`config.mk`:
```
export PLATFORM = sky130hd
export DESIGN_NAME = btu_ctrl
export DESIGN_NICKNAME = d
export VERILOG_FILES = /design/src/design/btu_pkg.sv /design/src/design/btu_ctrl.sv
export SDC_FILE = /design/constraint.sdc
export NUM_CORES = 1
export LEC_CHECK = 0
export BUFFER_PORTS_ARGS = -buffer_cell sky130_fd_sc_hd__buf_2
export CAP_MARGIN = 15
export CORE_AREA = 2 2 39 41
export DETAILED_ROUTE_END_ITERATION = 12
export DIE_AREA = 0 0 41 43
export PLACE_DENSITY_LB_ADDON = 0.08
export SYNTH_ARGS = -nofsm -noshare
export SYNTH_HDL_FRONTEND = slang
export SYNTH_SLANG_ARGS = --single-unit
```
`constraint.sdc`:
```
create_clock -name clk -period 3.37 [get_ports clk]
set_input_delay 0.1685 -clock clk [delete_from_list [all_inputs] [get_ports clk]]
set_output_delay 0.1685 -clock clk [all_outputs]
set_load 0.05 [all_outputs]
```
`src/design/btu_pkg.sv`:
```
// ----------------------------------------------------------------------------
// btu_pkg: shared types and constants of the binary image thinning unit
// Frame geometry, command codes, register indexes, controller states and the
// command and status bundles between the controller and the datapath.
// ----------------------------------------------------------------------------
package btu_pkg;

    localparam int MAX_WIDTH   = 256;
    localparam int MAX_HEIGHT  = 256;
    localparam int STORE_DEPTH = MAX_WIDTH * MAX_HEIGHT;
    localparam int ADDR_W      = 16;
    localparam int DIM_W       = 9;
    localparam int PIX_W       = 8;
    localparam int CNT_W       = 8;
    localparam int CFG_IDX_W   = 2;
    localparam int CFG_DATA_W  = 9;
    localparam int NB_N        = 16;
    localparam int J_W         = 5;

    localparam logic [PIX_W-1:0] PIX_BG = 8'd255;
    localparam int NB_MIN = 2;
    localparam int NB_MAX = 6;
    localparam logic [CNT_W-1:0] PASS_LIMIT_RST = 8'd100;
    localparam logic [DIM_W-1:0] DIM_RST = 9'd256;

    typedef enum logic [1:0] {
        CMD_WRITE = 2'd0,
        CMD_RUN   = 2'd1,
        CMD_READ  = 2'd2,
        CMD_NOP   = 2'd3
    } cmd_code_t;

    typedef enum logic [1:0] {
        CFG_FRAME_WIDTH  = 2'd0,
        CFG_FRAME_HEIGHT = 2'd1,
        CFG_PASS_LIMIT   = 2'd2,
        CFG_NONE         = 2'd3
    } cfg_idx_t;

    typedef enum logic [2:0] {
        ST_IDLE,
        ST_RD_WAIT,
        ST_COPY_RD,
        ST_COPY_WR,
        ST_GATHER,
        ST_DECIDE,
        ST_PASS_END,
        ST_FINISH
    } state_t;

    typedef struct packed {
        logic req_ready;
        logic do_write;
        logic out_load;
        logic out_from_ram;
        logic run_init;
        logic pass_init;
        logic copy_rd;
        logic copy_wr;
        logic visit_init;
        logic gather;
        logic decide;
        logic pass_done;
    } ctrl_cmd_t;

    typedef struct packed {
        logic      req_valid;
        cmd_code_t req_cmd;
        logic      out_free;
        logic      copy_last;
        logic      visit_empty;
        logic      x_last;
        logic      y_last;
        logic      gather_last;
        logic      changed;
        logic      limit_zero;
        logic      k_last;
    } dp_status_t;

endpackage

```
`src/design/btu_ctrl.sv`:
```
// ----------------------------------------------------------------------------
// btu_ctrl: thinning unit controller
// Sequences request handling, snapshot copy, neighbourhood gather and passes.
// ----------------------------------------------------------------------------
module btu_ctrl
    import btu_pkg::*;
(
    input  logic       clk,
    input  logic       rst_n,
    input  dp_status_t status,
    output ctrl_cmd_t  cmd
);

    state_t state_reg;
    state_t state_next;

    always_ff @(posedge clk or negedge rst_n)
    begin
        if (!rst_n)
        begin
            state_reg <= ST_IDLE;
        end
        else
        begin
            state_reg <= state_next;
        end
    end

    always_comb
    begin
        state_next = state_reg;
        cmd        = '0;
        case (state_reg)
            ST_IDLE:
            begin
                cmd.req_ready = status.out_free;
                if (status.req_valid && status.out_free)
                begin
                    case (status.req_cmd)
                        CMD_WRITE:
                        begin
                            cmd.do_write = 1'b1;
                            cmd.out_load = 1'b1;
                        end
                        CMD_READ:
                        begin
                            state_next = ST_RD_WAIT;
                        end
                        CMD_RUN:
                        begin
                            cmd.run_init  = 1'b1;
                            cmd.pass_init = 1'b1;
                            state_next = status.limit_zero ? ST_FINISH : ST_COPY_RD;
                        end
                        default:
                        begin
                            cmd.out_load = 1'b1;
                        end
                    endcase
                end
            end
            ST_RD_WAIT:
            begin
                cmd.out_load     = 1'b1;
                cmd.out_from_ram = 1'b1;
                state_next = ST_IDLE;
            end
            ST_COPY_RD:
            begin
                cmd.copy_rd = 1'b1;
                state_next = ST_COPY_WR;
            end
            ST_COPY_WR:
            begin
                cmd.copy_wr = 1'b1;
                if (!status.copy_last)
                begin
                    state_next = ST_COPY_RD;
                end
                else if (status.visit_empty)
                begin
                    state_next = ST_PASS_END;
                end
                else
                begin
                    cmd.visit_init = 1'b1;
                    state_next = ST_GATHER;
                end
            end
            ST_GATHER:
            begin
                cmd.gather = 1'b1;
                if (status.gather_last)
                begin
                    state_next = ST_DECIDE;
                end
            end
            ST_DECIDE:
            begin
                cmd.decide = 1'b1;
                state_next = (status.x_last && status.y_last) ? ST_PASS_END : ST_GATHER;
            end
            ST_PASS_END:
            begin
                cmd.pass_done = 1'b1;
                if (!status.changed || status.k_last)
                begin
                    state_next = ST_FINISH;
                end
                else
                begin
                    cmd.pass_init = 1'b1;
                    state_next = ST_COPY_RD;
                end
            end
            ST_FINISH:
            begin
                cmd.out_load = 1'b1;
                state_next = ST_IDLE;
            end
            default:
            begin
                state_next = ST_IDLE;
            end
        endcase
    end

    a_ready_idle: assert property (@(posedge clk) disable iff (!rst_n)
        cmd.req_ready |-> state_reg == ST_IDLE)
        else $error("request taken outside idle");

    a_read_wait: assert property (@(posedge clk) disable iff (!rst_n)
        (state_reg == ST_IDLE && status.req_valid && status.out_free
         && status.req_cmd == CMD_READ) |=> state_reg == ST_RD_WAIT)
        else $error("read not followed by read wait");

    a_finish_idle: assert property (@(posedge clk) disable iff (!rst_n)
        state_reg == ST_FINISH |=> state_reg == ST_IDLE)
        else $error("finish did not return to idle");

endmodule

```
# Word level (Yosys, flattened, before mapping)
# Index checks and enable logic that the tools add are counted.
# Widths: inputs -> output; s select.
[word_totals] regBits=3 output_inout_bits=12 elab_cells=49
[op_classes] eq_ne=12 muxes=27 n_reduce_logical=9
[op_table] cell="$pmux 3 s7" count=1
[op_table] cell="$mux 3" count=5
[op_table] cell="$mux 2" count=7
[op_table] cell="$eq 3x3->1 const B" count=4
[op_table] cell="$mux 1" count=11
[op_table] cell="$eq 3x2->1 const B" count=2
[op_table] cell="$pmux 3 s2" count=1
[op_table] cell="$ne 2x2->1 const B" count=2
[op_table] cell="$pmux 1 s2" count=2
[op_table] cell="$reduce_or 2->1" count=2
[op_table] cell="$eq 3x1->1 const B" count=1
[op_table] cell="$logic_not 3->1" count=1
[op_table] cell="$ne 3x1->1 const B" count=1
[op_table] cell="$reduce_and 3->1" count=1
[op_table] cell="$eq 2x1->1 const B" count=1
[op_table] cell="$eq 2x2->1 const B" count=1
[op_table] cell="$logic_and 1x1->1" count=2
[op_table] cell="$logic_not 2->1" count=1
[op_table] cell="$logic_not 1->1" count=1
[op_table] cell="$logic_or 1x1->1" count=1

# Logic depth before layout (Yosys ltp)
[logic_depth] word_depth=5 depth_mapped=5 mapped_depth_nobuf=5

# Worst setup path before layout
# No wires, ideal clock.
[synth_timing] path_kind="register to output" from="register state_reg[1]" to="output port cmd[10] (netlist bit)" t_arrival_ns=2.028 path_slack_ns=1.173 stages_incl_launch_ff=3 n_path_buf=0 path_cell_list="dfrtp_1 -> nor4b_2 -> and3_1"
[synth_lines] item="start, declared" line="btu_ctrl.sv:14" text="state_t state_reg;"
[synth_lines] item="start signal, assigned" line="btu_ctrl.sv:25" text="state_reg <= state_next;"
[synth_lines] item="end, declared" line="btu_ctrl.sv:11" text="output ctrl_cmd_t cmd"

==> flow_metrics.env <==
export IMPL_status="completed"
export IMPL_die_area_um2=1763
export IMPL_synth_seq_cells=3
export IMPL_synth_nets=69
export IMPL_critPathKind="reg -> out"
export IMPL_worst_r2r_startpoint="state_reg[2]"
export IMPL_synth_warnings=0
export IMPL_powerDensity_nw_per_um2=894.8
export IMPL_maxCapViolCount=0
export IMPL_gp_routability_congestion=0.7223
export IMPL_overflow=0
export IMPL_crit_start="state_reg[1]"
export IMPL_worstReg2RegEnd="state_reg[1]"
export IMPL_via_per_inst=4.713
export IMPL_ios=26
export IMPL_cp_endpoint="cmd[6]"
export IMPL_die_w_um=41
export IMPL_route_detailed_drc=0
export IMPL_cts_tree="done"
export IMPL_reg2reg_slack_ns=1.93
export IMPL_die_h_um=43
export IMPL_clock_path_buffers=2
export IMPL_peakVddDrop_uv=356.9
export IMPL_syn_area_um2=396.6
export IMPL_ys_top_cells_by_area="dfrtp_1 (19%), ha_1 (13%), and3_1 (4.7%), inv_1 (4.7%), a21oi_1 (3.8%)"
export IMPL_p_clk_share_pct=12.3
export IMPL_num_vias=443
export IMPL_root_buffer="clkbuf_4"
export IMPL_cts_resized=0
export IMPL_final_max_slew_viol_count=0
export IMPL_fin_skew_ns=0.005082
export IMPL_antenna_left=0
export IMPL_syn_area_per_cell_um2=7.777
export IMPL_path_buf_inv=1
export IMPL_startpoint_type="flip-flop"
export IMPL_slew_headroom_pct=71.11
export IMPL_dr_pass1_iters=3
export IMPL_hold_viol=0
export IMPL_ff2ff_path_depth=3
export IMPL_power_uw=503.8
export IMPL_holdWs_ns=0.1990
export IMPL_clk_pin_slew_ns=0.04
export IMPL_leakagePower_nw=0.3102
export IMPL_first_iter_violations=1
export IMPL_grt_pass1_wl_mm=1.538
export IMPL_mostFrequentLayoutCells="buf_2 (25), inv_1 (5), nand2_1 (4), nor2_1 (4), ha_1 (4)"
export IMPL_mostFrequentLayoutCell="buf_2"
export IMPL_grt_antenna_before_repair=0
export IMPL_fin_util_pct=40.69
export IMPL_initial_core_util_pct=28.66
export IMPL_io_buffers=25
export IMPL_slowest_stage="or4b_4"
export IMPL_grt_max_degree=16
export IMPL_slowest_delay_ns=0.59
export IMPL_setup_viol=0
export IMPL_yosysSeqAreaShare_pct=18.93
export IMPL_period_minus_slack_ns=1.931
export IMPL_drive_gt1_share_pct=39.74
export IMPL_largest_register_ffs=3
export IMPL_grt_pass1_vias=357
export IMPL_design_core_area_um2=1384
export IMPL_worst_endpoint_arrival_ns=1.76
export IMPL_insertion_delay_ns=0.23
export IMPL_synth_top_area_share_pct=18.93
export IMPL_period_share_pct=57.30
export IMPL_grt_setup_unrepaired="false"
export IMPL_power_frac_seq_pct=23.8
export IMPL_numCtsBuffers=3
export IMPL_ys_types=29
export IMPL_fmax_mhz=517.9
export IMPL_track_usage_pct=13.05
export IMPL_p_sw_share_pct=60.99
export IMPL_synth_cells=51
export IMPL_clock_sinks=3
export IMPL_synth_top_cell_by_area="dfrtp_1"
export IMPL_p_int_uw=196.5
export IMPL_crit_family="simple AND/OR/NAND/NOR gates"
export IMPL_cp_end_kind="output pin"
export IMPL_critical_path_required_ns=3.20
export IMPL_cp_depth=3
export IMPL_n_antenna_cell=0
export IMPL_worst_pin_slew_ns=0.4334
export IMPL_area_delta_synth_final_pct=41.96
export IMPL_dp_hpwl_um=787.9
export IMPL_hold_class="in -> reg"
export IMPL_nNetsFinal=97
export IMPL_num_rows=14
export IMPL_tns_ns=0
export IMPL_p_sw_uw=307.3
export IMPL_post_drt_wl_per_cell_um=10.55
export IMPL_routed_wl_um=992
export IMPL_crit_path_max_fanout=14
export IMPL_htreeDepth=1
export IMPL_combPwrFrac_pct=63.9
export IMPL_cp_cell_sequence="or4b_4 > a21oi_2 > buf_2"
worst min-delay path, delay by kind of cell:
kind / cells / cell delay (ns)
AOI/OAI and AO/OA: 1 / 0.06
buffers and inverters: 1 / 0.09
and+or+nand+nor: 1 / 0.06
per-stage QoR:
| stage | worst slack [ns] | area (um^2) | cells |
|---|---|---|---|
| 4_1_cts | 1.427 | 563.0 | 94 |
| 2_1_floorplan | 1.173 | 396.6 | 51 |
| 6_report | 1.439 | 563.0 | 94 |
| 3_5_place_dp | 1.685 | 526.8 | 89 |
| 5_1_grt | 1.376 | 563.0 | 94 |
| 3_3_place_gp | 1.697 | 526.8 | 89 |
power groups by stage:
stage,Combinational [mW],Clock (mW),Sequential (mW)
after CTS,0.325,0.0642,0.121
after detailed placement,0.323,0,0.122
after global placement,0.325,0,0.121
final,0.322,0.0622,0.120
after floorplan,0.304,0,0.0727
after global routing,0.350,0.0678,0.131
how the worst min path moves through the flow:
stage          cells past startpoint  slack (ns)      start           end
2_1_floorplan                      0       -0.13      rst_n  state_reg[0]
5_1_grt                            3        0.20  status[4]  state_reg[1]
6_report                           3        0.20  status[4]  state_reg[1]
3_5_place_dp                       1       -0.04      rst_n  state_reg[1]
4_1_cts                            3        0.19  status[4]  state_reg[1]
3_3_place_gp                       1       -0.03      rst_n  state_reg[0]
cells by family after synthesis:
logic type / synth area share [%]
and+or+nand+nor: 36.59
AOI/OAI and AO/OA: 23.35
buffers and inverters: 8.517
adders and majority gates: 12.62
DFF: 18.93
area by class of cell:
cell class | instances | area [um^2]
inverters | 5 | 18.77
multi-input cells | 40 | 287.8
repair buffers | 26 | 135.1
clock buffers | 4 | 26.28
well taps | 16 | 20.02
flip-flops and latches | 3 | 75.07
fillers | 158 | 820.8
what timing repair did:
action	in CTS	in global routing
hold buffers	1	0
setup buffers	0	0
endpoints found under the hold margin	3	0
cell usage after synthesis (all sizes together):
cell type	count
inv	5
a21oi	4
ha	4
nand2	4
nor2	4
and3	3
buf	3
dfrtp	3
nor2b	2
a2111oi	1
a221oi	1
a31oi	1
and2	1
and3b	1
and4b	1
nand2b	1
nand3	1
nand4	1
nor3	1
nor3b	1
nor4b	1
o211ai	1
o21a	1
o21ai	1
o2bb2ai	1
o31ai	1
o41ai	1
or4b	1
per-layer routing:
layer | GRT usage [%] | wire, um | vias up
met2 | 19.69 | 477 | 14
met1 | 16.72 | 461 | 190
li1 | - | - | 239
met4 | 10.00 | 0 | 0
met3 | 0 | 52 | 0
met5 | 0 | 0 | -
No activity file was read; power rests on OpenSTA's default activity.
